`config.mk`:
```
export PLATFORM = sky130hd
export DESIGN_NAME = epoch_seconds_to_calendar
export DESIGN_NICKNAME = d
export VERILOG_FILES = /design/src/rtl/core/esc_pkg.sv /design/src/rtl/core/esc_day_split.sv /design/src/rtl/core/esc_clock.sv /design/src/rtl/core/esc_date.sv /design/src/rtl/core/epoch_seconds_to_calendar.sv
export SDC_FILE = /design/constraint.sdc
export NUM_CORES = 2
export LEC_CHECK = 0
export BUFFER_PORTS_ARGS = -buffer_cell sky130_fd_sc_hd__buf_2
export CAP_MARGIN = 0
export CORE_UTILIZATION = 60
export DETAILED_ROUTE_END_ITERATION = 8
export GPL_TIMING_DRIVEN = 0
export PLACE_DENSITY = 0.89
export SYNTH_ARGS = -nofsm -noshare
export SYNTH_HDL_FRONTEND = slang
export SYNTH_SLANG_ARGS = --single-unit
```
`constraint.sdc`:
```
create_clock -name clk -period 7.7 [get_ports clk]
set_input_delay 0 -clock clk [delete_from_list [all_inputs] [get_ports clk]]
set_output_delay 0 -clock clk [all_outputs]
set_load 0.02 [all_outputs]
```
`src/rtl/core/esc_pkg.sv`:
```
// Shared constants, types and the month table for the calendar converter.
// No dependencies.
package esc_pkg;

	localparam int SecsPerHour  = 3600;
	// 86400 = 128 * 675: shift by 7, then divide by 675 with a reciprocal
	localparam int DayShift     = 7;
	localparam int DayOdd       = 675;
	localparam logic [25:0] DayRecip = 26'd50903317;   // ceil(2^35 / 675)
	localparam int DayRecipSh   = 35;

	localparam logic [17:0] HourRecip = 18'd149131;    // ceil(2^29 / 3600)
	localparam logic [17:0] MinRecip  = 18'd139811;    // ceil(2^23 / 60)
	localparam logic [17:0] CycRecip  = 18'd183735;    // ceil(2^28 / 1461)

	localparam int BaseYear     = 1969;    // 4-year cycles counted from 1969
	localparam int DaysPerYear  = 365;
	localparam int DaysPerCycle = 1461;
	localparam int SecsPerMin   = 60;
	// day index of 2100-03-01; 2100 is not a leap year
	localparam logic [15:0] Mar1Of2100 = 16'd47541;

	localparam logic [4:0] ZoneReset = 5'sd9;

	typedef struct packed {
		logic        valid;
		logic        clamped;
		logic [15:0] days;
		logic [16:0] in_day;
	} day_split_t;

	// first day of month idx (0 = January) within the year
	function automatic logic [8:0] month_start(input logic [3:0] idx, input logic leap);
		logic [8:0] base;
		case (idx)
			4'd0:    base = 9'd0;
			4'd1:    base = 9'd31;
			4'd2:    base = 9'd59;
			4'd3:    base = 9'd90;
			4'd4:    base = 9'd120;
			4'd5:    base = 9'd151;
			4'd6:    base = 9'd181;
			4'd7:    base = 9'd212;
			4'd8:    base = 9'd243;
			4'd9:    base = 9'd273;
			4'd10:   base = 9'd304;
			4'd11:   base = 9'd334;
			default: base = 9'd0;
		endcase
		if (leap && (idx >= 4'd2)) begin
			base = base + 9'd1;
		end
		return base;
	endfunction

endpackage

```
`src/rtl/core/esc_day_split.sv`:
```
// Stages 1 to 3: zone offset, clamp, split into whole days and seconds of day.
// Depends on esc_pkg.
module esc_day_split (
	input  logic                clk,
	input  logic                arst_n,
	input  logic                adv,
	input  logic                in_valid,
	input  logic [31:0]         epoch_seconds,
	input  logic signed [4:0]   zone_offset_hours,
	output esc_pkg::day_split_t split
);

	logic signed [17:0] off_sec;
	logic signed [33:0] local_sum;

	logic        v_s1, v_s2, v_s3;
	logic        clamped_s1, clamped_s2, clamped_s3;
	logic [32:0] t_s1;
	logic [51:0] prod_s2;
	logic [25:0] q1_s2;
	logic [6:0]  lo7_s2;
	logic [15:0] days_s3;
	logic [16:0] in_day_s3;

	logic [15:0] days_c;
	logic [25:0] rem_c;

	assign off_sec   = 18'(zone_offset_hours) * $signed(18'(esc_pkg::SecsPerHour));
	assign local_sum = $signed({2'b00, epoch_seconds}) + 34'(off_sec);

	assign days_c = prod_s2[esc_pkg::DayRecipSh +: 16];
	assign rem_c  = q1_s2 - 26'(days_c) * 26'(esc_pkg::DayOdd);

	always_ff @(posedge clk or negedge arst_n) begin
		if (!arst_n) begin
			v_s1 <= 1'b0;
			v_s2 <= 1'b0;
			v_s3 <= 1'b0;
		end else if (adv) begin
			v_s1 <= in_valid;
			v_s2 <= v_s1;
			v_s3 <= v_s2;
		end
	end

	always_ff @(posedge clk) begin
		if (adv) begin
			// negative local time clamps to the epoch
			clamped_s1 <= local_sum[33];
			t_s1       <= local_sum[33] ? 33'd0 : local_sum[32:0];

			prod_s2    <= 52'(t_s1[32:esc_pkg::DayShift]) * 52'(esc_pkg::DayRecip);
			q1_s2      <= t_s1[32:esc_pkg::DayShift];
			lo7_s2     <= t_s1[esc_pkg::DayShift-1:0];
			clamped_s2 <= clamped_s1;

			days_s3    <= days_c;
			in_day_s3  <= {rem_c[9:0], lo7_s2};
			clamped_s3 <= clamped_s2;
		end
	end

	assign split.valid   = v_s3;
	assign split.clamped = clamped_s3;
	assign split.days    = days_s3;
	assign split.in_day  = in_day_s3;

endmodule

```
`src/rtl/core/esc_clock.sv`:
```
// Stages 4 to 6: hour, minute and second from the seconds within the day.
// Depends on esc_pkg.
module esc_clock (
	input  logic        clk,
	input  logic        adv,
	input  logic [16:0] in_day,
	output logic [4:0]  hour_value,
	output logic [5:0]  minute_value,
	output logic [5:0]  second_value
);

	logic [34:0] ph_s4, pm_s4;
	logic [16:0] in_day_s4;
	logic [4:0]  hour_s5, hour_s6;
	logic [5:0]  minute_s5, minute_s6;
	logic [5:0]  second_s5, second_s6;

	logic [4:0]  hours_c;
	logic [10:0] mins_c;
	logic [10:0] minute_c;
	logic [16:0] second_c;

	assign hours_c  = ph_s4[33:29];
	assign mins_c   = pm_s4[33:23];
	assign minute_c = mins_c - 11'(hours_c) * 11'(esc_pkg::SecsPerMin);
	assign second_c = in_day_s4 - 17'(mins_c) * 17'(esc_pkg::SecsPerMin);

	always_ff @(posedge clk) begin
		if (adv) begin
			ph_s4     <= 35'(in_day) * 35'(esc_pkg::HourRecip);
			pm_s4     <= 35'(in_day) * 35'(esc_pkg::MinRecip);
			in_day_s4 <= in_day;

			hour_s5   <= hours_c;
			minute_s5 <= minute_c[5:0];
			second_s5 <= second_c[5:0];

			hour_s6   <= hour_s5;
			minute_s6 <= minute_s5;
			second_s6 <= second_s5;
		end
	end

	assign hour_value   = hour_s6;
	assign minute_value = minute_s6;
	assign second_value = second_s6;

endmodule

```
`src/rtl/core/esc_date.sv`:
```
// Stages 4 to 6: year, month and day of month from the day count.
// Depends on esc_pkg (reciprocals, month table).
module esc_date (
	input  logic        clk,
	input  logic        adv,
	input  logic [15:0] days,
	output logic [11:0] year_value,
	output logic [3:0]  month_value,
	output logic [4:0]  day_value
);

	logic [16:0] e_c;
	logic [16:0] e_s4;
	logic [34:0] pe_s4;
	logic [11:0] year_s5, year_s6;
	logic [8:0]  doy_s5;
	logic        leap_s5;
	logic [3:0]  month_s6;
	logic [4:0]  day_s6;

	logic [5:0]  q4_c;
	logic [10:0] r4_c;
	logic [1:0]  yi_c;
	logic [8:0]  doy_c;
	logic [3:0]  midx_c;
	logic [8:0]  mday_c;

	// Count from 1969 in plain 4-year cycles; past 2100-02-28 one day is added
	// so the missing Feb 29 of 2100 is skipped.
	assign e_c = 17'(days) + 17'(esc_pkg::DaysPerYear) + 17'(days >= esc_pkg::Mar1Of2100);

	assign q4_c  = pe_s4[33:28];
	assign r4_c  = 11'(e_s4 - 17'(q4_c) * 17'(esc_pkg::DaysPerCycle));
	assign yi_c  = 2'(r4_c >= 11'd365) + 2'(r4_c >= 11'd730) + 2'(r4_c >= 11'd1095);
	assign doy_c = 9'(r4_c - 11'(yi_c) * 11'(esc_pkg::DaysPerYear));

	always_comb begin
		midx_c = 4'd0;
		for (int k = 1; k < 12; k++) begin
			if (doy_s5 >= esc_pkg::month_start(4'(k), leap_s5)) begin
				midx_c = 4'(k);
			end
		end
		mday_c = doy_s5 - esc_pkg::month_start(midx_c, leap_s5) + 9'd1;
	end

	always_ff @(posedge clk) begin
		if (adv) begin
			e_s4     <= e_c;
			pe_s4    <= 35'(e_c) * 35'(esc_pkg::CycRecip);

			year_s5  <= 12'(esc_pkg::BaseYear) + 12'({q4_c, 2'b00}) + 12'(yi_c);
			doy_s5   <= doy_c;
			leap_s5  <= (yi_c == 2'd3);

			year_s6  <= year_s5;
			month_s6 <= midx_c + 4'd1;
			day_s6   <= mday_c[4:0];
		end
	end

	assign year_value  = year_s6;
	assign month_value = month_s6;
	assign day_value   = day_s6;

endmodule

```
`src/rtl/core/epoch_seconds_to_calendar.sv`:
```
// Top level of the epoch seconds to local calendar converter.
// Depends on esc_pkg, esc_day_split, esc_date, esc_clock.

// Converts 32-bit Unix seconds to local year, month, day, hour, minute and
// second after adding the zone offset in whole hours (cfg_wr_data, signed,
// reset +9). A local time before the epoch reads as 1970-01-01 00:00:00 with
// m_tuser set. The converter is a six-stage pipeline: one word is taken every
// cycle while the output is not stalled, and its result passes through the
// registers of stages 1 to 6 in order before it shows on the master side.
// The stage count is set by the chain of reciprocal multiplies (by days, then
// by 4-year cycles and by hours/minutes), each followed by a register. When
// m_tready is low with a result waiting, the whole pipeline holds.
module epoch_seconds_to_calendar (
	input  logic        clk,
	input  logic        arst_n,
	input  logic        cfg_wr_en,
	input  logic [4:0]  cfg_wr_data,  // zone_offset_hours, signed
	input  logic        s_tvalid,
	output logic        s_tready,
	input  logic [31:0] s_tdata,      // [31:0] epoch_seconds
	output logic        m_tvalid,
	input  logic        m_tready,
	// [11:0] year_value, [15:12] month_value, [20:16] day_value,
	// [25:21] hour_value, [31:26] minute_value, [37:32] second_value, [39:38] zero
	output logic [39:0] m_tdata,
	output logic        m_tuser       // [0] clamped_flag
);

	logic signed [4:0]   zone_q;
	logic                adv;
	esc_pkg::day_split_t split;

	logic v_s4, v_s5, v_s6;
	logic clamped_s4, clamped_s5, clamped_s6;

	logic [11:0] year_value;
	logic [3:0]  month_value;
	logic [4:0]  day_value;
	logic [4:0]  hour_value;
	logic [5:0]  minute_value;
	logic [5:0]  second_value;

	assign adv      = !v_s6 || m_tready;
	assign s_tready = adv;

	always_ff @(posedge clk or negedge arst_n) begin
		if (!arst_n) begin
			zone_q <= esc_pkg::ZoneReset;
		end else if (cfg_wr_en) begin
			zone_q <= cfg_wr_data;
		end
	end

	esc_day_split u_split (
		.clk               (clk),
		.arst_n            (arst_n),
		.adv               (adv),
		.in_valid          (s_tvalid),
		.epoch_seconds     (s_tdata),
		.zone_offset_hours (zone_q),
		.split             (split)
	);

	esc_date u_date (
		.clk         (clk),
		.adv         (adv),
		.days        (split.days),
		.year_value  (year_value),
		.month_value (month_value),
		.day_value   (day_value)
	);

	esc_clock u_clock (
		.clk          (clk),
		.adv          (adv),
		.in_day       (split.in_day),
		.hour_value   (hour_value),
		.minute_value (minute_value),
		.second_value (second_value)
	);

	always_ff @(posedge clk or negedge arst_n) begin
		if (!arst_n) begin
			v_s4 <= 1'b0;
			v_s5 <= 1'b0;
			v_s6 <= 1'b0;
		end else if (adv) begin
			v_s4 <= split.valid;
			v_s5 <= v_s4;
			v_s6 <= v_s5;
		end
	end

	always_ff @(posedge clk) begin
		if (adv) begin
			clamped_s4 <= split.clamped;
			clamped_s5 <= clamped_s4;
			clamped_s6 <= clamped_s5;
		end
	end

	assign m_tvalid = v_s6;
	assign m_tdata  = {2'b00, second_value, minute_value, hour_value,
		day_value, month_value, year_value};
	assign m_tuser  = clamped_s6;

endmodule

```
After elaboration in Yosys (flattened, before gate mapping)
Memory sizes are Yosys's and may differ from the RTL's.
Cells that the tools add are included.
- word-level logic and storage cells: 105
- register bits: 347
- memories: 1
- input bits: 42
- output and inout bits: 43
- ROM bits: 144
- $mul: 10
- reduce and logical (&&, ||, !) cells: 3
- add/subtract/negate cells: 16
- magnitude comparators: 16
- mux-type cells: 22
- eq/ne operators: 1
- memory list (name ; words ; bits a word ; read ports ; clocked after memory_dff ; wr ports ; RTL line ; text):
    (no name shown) ; 16 ; 9 ; 1 ; 0 ; 0 ; esc_pkg.sv:35 ; case (idx)
- operators by type and width (cell ; number):
    multiplier 17 x 18 -> 34 bit, second input constant ; 3
    multiplier 26 x 26 -> 51 bit, second input constant ; 1
    2-to-1 mux 4 bit ; 11
    greater-or-equal comparator 9 x 8 -> 1 bit ; 4
    adder 33 x 18 -> 34 bit ; 1
    greater-or-equal comparator 9 bit ; 3
    greater-or-equal comparator 9 x 7 -> 1 bit ; 2
    adder 16 x 9 -> 17 bit, second input constant ; 1
    adder 17 x 1 -> 17 bit ; 1
    greater-or-equal comparator 16 bit, second input constant ; 1
    multiplier 16 x 10 -> 10 bit, second input constant ; 1
    multiplier 5 x 9 -> 14 bit, second input constant ; 1
    adder 11 x 8 -> 12 bit, first input constant ; 1
    adder 12 x 2 -> 12 bit ; 1
    subtractor 6 bit ; 2
    greater-or-equal comparator 11 x 10 -> 1 bit, second input constant ; 1
    greater-or-equal comparator 11 bit, second input constant ; 1
    greater-or-equal comparator 11 x 9 -> 1 bit, second input constant ; 1
    multiplier 11 x 4 -> 4 bit, second input constant ; 1
    multiplier 6 x 11 -> 11 bit, second input constant ; 1
    subtractor 11 bit ; 1
    adder 5 x 1 -> 5 bit, second input constant ; 2
    subtractor 10 bit ; 1
    greater-or-equal comparator 9 x 5 -> 1 bit, second input constant ; 1
    other kinds (17) ; 24

Longest topological paths before layout
- depth in word-level cells: 17
- gate-level depth with buffers: 38
- gate-level depth less buffers: 38

By module
A second synthesis with hierarchy kept.
- cell total of the unflattened synthesis: 3252
- area total of the unflattened synthesis: 35475.3 sq um
- by module, submodules not included (module ; cells each ; instances ; sequential area each (sq um) ; area an instance (sq um)):
    esc_day_split ; 1493 ; 1 ; 3138.0 ; 16385.7
    esc_date ; 965 ; 1 ; 1801.7 ; 10156.0
    esc_clock ; 771 ; 1 ; 1531.5 ; 8514.4
    epoch_seconds_to_calendar ; 23 ; 1 ; 292.8 ; 419.2

Worst setup path after synthesis
Ideal clock, no wire load.
- path type: register to register
- start point: register u_split.days_s3[1]
- end point: register u_date.pe_s4[33], data pin
- data required time: 7.440 ns
- setup slack: -0.606 ns
- setup time: 0.260 ns
- stages on the path, launching flop included: 36
- clock period less this slack: 8.306 ns
- path buffers: 0
- arrival: 8.046 ns
- path through: edfxtp_1 o21ai_0 nand2b_1 a31o_2 a311oi_1 nor2_1 o21ai_0 ha_1 inv_1 ha_1 nor3_1 nor2b_1 o31ai_1 a21oi_1 and3_1 ha_1 inv_1 ha_1 nand2b_1 fa_1 inv_1 fa_1 fa_1 fa_1 fa_1 inv_1 ha_1 a21o_1 a21o_1 a211o_1 a211o_1 o221ai_1 a21oi_1 a21oi_1 o21bai_1 xnor2_1
- longest elaborated chain between the ends: 3
- elaborated cells on any way between the ends: 4
- those cells by class: add/sub: 2; mul: 1; order compare: 1
- RTL lines (what ; RTL line ; text):
    start, declared ; esc_day_split.sv:22 ; logic [15:0] days_s3;
    start signal, assigned ; esc_day_split.sv:57 ; days_s3 <= days_c;
    adder 16 x 9 -> 17 bit / greater-or-equal comparator 16 bit (equally long branches) ; esc_date.sv:30 ; assign e_c = 17'(days) + 17'(esc_pkg::DaysPerYear) + 17'(days >= esc_pkg::Mar1Of2100);
    adder 17 x 1 -> 17 bit (*) ; esc_date.sv:30 ;
    multiplier 17 x 18 -> 34 bit (*) ; esc_date.sv:50 ; pe_s4 <= 35'(e_c) * 35'(esc_pkg::CycRecip);
    end signal, assigned ; esc_date.sv:50 ;
    end, declared ; esc_date.sv:14 ; logic [34:0] pe_s4;
Mark *: on every way between the ends. The rest lies on a longest branch, timed or not.
A chain may end at the register's enable or synchronous reset.

Worst setup path after layout
- start point: register u_split.days_s3[0]
- end point: register u_date.pe_s4[32], data pin
- longest elaborated chain between the ends: 3
- elaborated cells on any way between the ends: 4
- those cells by class: add/sub: 2; mul: 1; order compare: 1
- RTL lines (what ; RTL line ; text):
    adder 16 x 9 -> 17 bit / greater-or-equal comparator 16 bit (equally long branches) ; esc_date.sv:30 ;
    adder 17 x 1 -> 17 bit (*) ; esc_date.sv:30 ;
    net u_date.e_c[6] ; esc_date.sv:12 ; logic [16:0] e_c;
    multiplier 17 x 18 -> 34 bit (*) ; esc_date.sv:50 ;
Mark *: on every way through the listed nets, which the timed path passes. The rest lies on a longest branch.

==> results.py <==
metrics = {
    "outcome": {
        "violations": "design-rule violations, negative setup slack",
        "status": "complete, but fails checks",
    },
    "sta": {
        "setup_viol": 6,
        "rsz0062_at_grt": "true",
        "finClkSkew_ps": 13.6,
        "worstMarginPinSlew_ps": 965,
        "hold_violations": 0,
        "layout_min_cycle_time_ps": 9030,
        "slew_viol_final": 0,
        "post-route-period-util": 1.17,
        "fmax_mhz": 111,
        "worst_slack_ps": -1330,
        "slew_headroom": 0.357,
    },
    "cts": {
        "cts_buffer_depth": 3,
        "cts_buffers": 25,
        "cts_root_buf": "clkbuf_16",
        "clock-sinks": 227,
        "cts_tree": "built",
        "clk_latency_ps": 590,
        "h-tree-depth": 1,
        "clkTransAtPathRegs_ps": 80,
    },
    "setup_path": {
        "max_stage_delay_ps": 560,
        "ff2ff_setup_slack_ps": -1330,
        "path_common_cell": "fa_1",
        "reg2reg_depth": 36,
        "crit_fanout": 4,
        "crit_type": "reg -> reg",
        "cp.required_ps": 8040,
        "endpoint": "u_date.pe_s4[32]",
        "cp.arrival_ps": 9380,
        "cpMaxStageDelayCell": "fa_1",
        "critPathLaunch": "u_split.days_s3[0]",
        "end_kind": "flop",
        "startpoint_type": "flop",
        "rr_startpoint": "u_split.days_s3[0]",
        "r2r_end": "u_date.pe_s4[32]",
    },
    "final_layout": {
        "multi_input_comb_area_sq_um": 25500,
        "drive_above_1_share": 0.0866,
        "seqCellArea_sq_um": 6760,
        "nets": 4703,
        "diodes": 0,
        "final_common_cell": "ha_1",
        "syn_to_final_growth_pct": 10.4,
        "final_util": 0.676,
        "fillers": 3573,
        "final_cell_mix": "ha_1 (824), inv_1 (817), fa_1 (447)",
        "fin_cells": 4139,
    },
    "global_route": {
        "grt_usage": 0.295,
        "grt_pass1_vias": 27221,
        "grt_max_degree": 129,
        "antenna_found_initial": 1,
        "overflow": 0,
        "grt_first_pass_wirelength_mm": 137,
    },
    "die": {
        "start_util": 0.613,
        "num_rows": 87,
        "die_area_sq_um": 59100,
        "ioPinCount": 85,
        "dieHeight_microns": 243,
        "die_x_microns": 243,
        "coreArea_sq_um": 56900,
    },
    "placement": {
        "place_hpwl_mm": 60.2,
        "port_buffers": 81,
        "place_ws_ps": -1640,
        "gp_congestion": 0.940,
        "dp.cells": 4009,
    },
    "synth": {
        "synth_edf_count": 216,
        "ys_ff_latch": 227,
        "netlist_area_sq_um": 34900,
        "synth_cells": 3170,
        "async_reset_ff_frac": 0.0485,
        "ys_seq_area_frac": 0.194,
        "synthDistinctLibCells": 77,
        "ys.flop_type": "edfxtp_1",
        "yosys_warnings": 0,
        "syn_avg_cell_area_sq_um": 11.0,
    },
    "drt": {
        "routedWlPerCell_microns": 22.1,
        "vias": 24902,
        "wl_mm": 91.3,
        "drcViolationCount": 1,
        "drtPass1Iterations": 9,
        "viasPerCell": 6.02,
        "drtAntennaViolNets": 0,
        "drt_iter0_markers": 2151,
    },
    "job": {
        "cap_violations": 0,
    },
    "hold_path": {
        "hold_path.class": "in -> reg",
    },
}
what timing repair did:
| action | CTS | global route |
|---|---|---|
| hold buffers | 40 | 0 |
| gates resized for setup | 76 | 29 |
| endpoints found under the hold margin | 40 | 0 |
| endpoints found under the setup margin | 6 | 7 |
| pin swaps | 54 | 13 |
| buffers inserted | 35 | 13 |
cell usage after synthesis, types with 3 or more instances:
cell | instances | area (sq um)
and2_1 | 8 | 50.1
nor2_1 | 82 | 308
and3_1 | 14 | 87.6
nand2_1 | 56 | 210
or2_2 | 3 | 18.8
clkbuf_1 | 8 | 30.0
o311ai_0 | 3 | 26.3
a211oi_1 | 13 | 97.6
a21oi_1 | 106 | 531
o2111ai_1 | 3 | 26.3
o31ai_1 | 9 | 67.6
a21o_1 | 63 | 473
nand3_1 | 25 | 125
buf_6 | 3 | 33.8
o31a_1 | 3 | 26.3
o21a_1 | 13 | 97.6
o21ai_2 | 4 | 35.0
nor3b_1 | 3 | 22.5
ha_1 | 844 | 10600
inv_1 | 834 | 3130
xor2_1 | 53 | 464
o221ai_1 | 5 | 43.8
buf_4 | 3 | 22.5
dfrtp_1 | 9 | 225
o21bai_1 | 19 | 143
o21ai_1 | 4 | 20.0
mux2_2 | 8 | 90.1
a31oi_1 | 7 | 43.8
nand2b_1 | 15 | 93.8
fa_1 | 451 | 9030
nor3_1 | 17 | 85.1
o21ai_0 | 51 | 255
nand4_1 | 12 | 75.1
a41oi_1 | 4 | 35.0
a311oi_1 | 4 | 35.0
o211ai_1 | 7 | 52.6
or3_1 | 5 | 31.3
xnor2_1 | 104 | 911
a211o_1 | 11 | 96.3
nor2b_1 | 15 | 93.8
edfxtp_1 | 216 | 6490
and4_1 | 6 | 52.6
sequential cells by signal (all words and copies together), names as in the netlist, 9 cells and up:
name,cells
u_date.doy_s5,9
u_date.e_s4,10
u_date.year_s5,12
u_date.year_value,12
u_split.days_s3,16
u_split.in_day_s3,17
u_split.prod_s2,16
u_split.q1_s2,10
u_split.t_s1,33
worst min path at each step:
stage	start	to	cells past startpoint
finish	s_tdata[13]	u_split.t_s1[13]	4
global route	s_tdata[18]	u_split.t_s1[18]	4
CTS	s_tdata[13]	u_split.t_s1[13]	4
detailed placement	arst_n	u_split.v_s1	1
global placement	arst_n	zone_q[2]	1
floorplan	arst_n	m_tvalid	0
cell type report:
cell class                 count  area share
inverter                     834      0.0815
tap                          756      0.0246
multi-input combinational   2096       0.662
sequential                   227       0.176
buffer                        14     0.00250
clock buffer                  25      0.0162
timing repair buffer         168      0.0312
clock inverter                19     0.00604
kinds of logic (layout without fill, tap and decap cells):
| group | count (synthesis) | count (layout) | share of synthesized area |
|---|---|---|---|
| adders and majority gates | 1295 | 1295 | 0.562 |
| buffers and inverters | 848 | 1060 | 0.0922 |
| AOI/OAI and AO/OA | 359 | 359 | 0.0703 |
| and+or+nand+nor | 274 | 274 | 0.0394 |
| DFF | 227 | 227 | 0.194 |
| xor gates and xnor gates | 157 | 157 | 0.0394 |
| muxes | 9 | 9 | 0.00287 |
| other | 1 | 2 | 0.000108 |
worst max-delay path: cells and delay by family (launching register included):
| family | cells | cell delay [ps] |
|---|---|---|
| fa+ha+maj | 9 | 3740 |
| compound gates | 10 | 1960 |
| buf+inv | 9 | 1150 |
| simple gates | 6 | 900 |
| xor+xnor | 2 | 590 |
| flops | 1 | 420 |
metal layers:
metal,GRT usage,vias up,routed length (microns)
li1,-,10776,-
met1,0.325,12100,31900
met2,0.519,1430,44200
met3,0.0493,594,7340
met4,0.203,2,7800
met5,0,-,15
per-stage QoR:
stage	cell area [sq um]	hold WS, ps	TNS (ps)
after floorplan	34900	-296	-61.7
after global placement	36300	-112	-6710
after detailed placement	36300	-106	-8110
after CTS	38300	1.35	-2280
after global routing	38500	60.3	-8230
final	38500	4.12	-7210
Power is left out: the tool's default activity adds up to more than one toggle a clock period on the data nets, which glitch-free logic cannot reach.
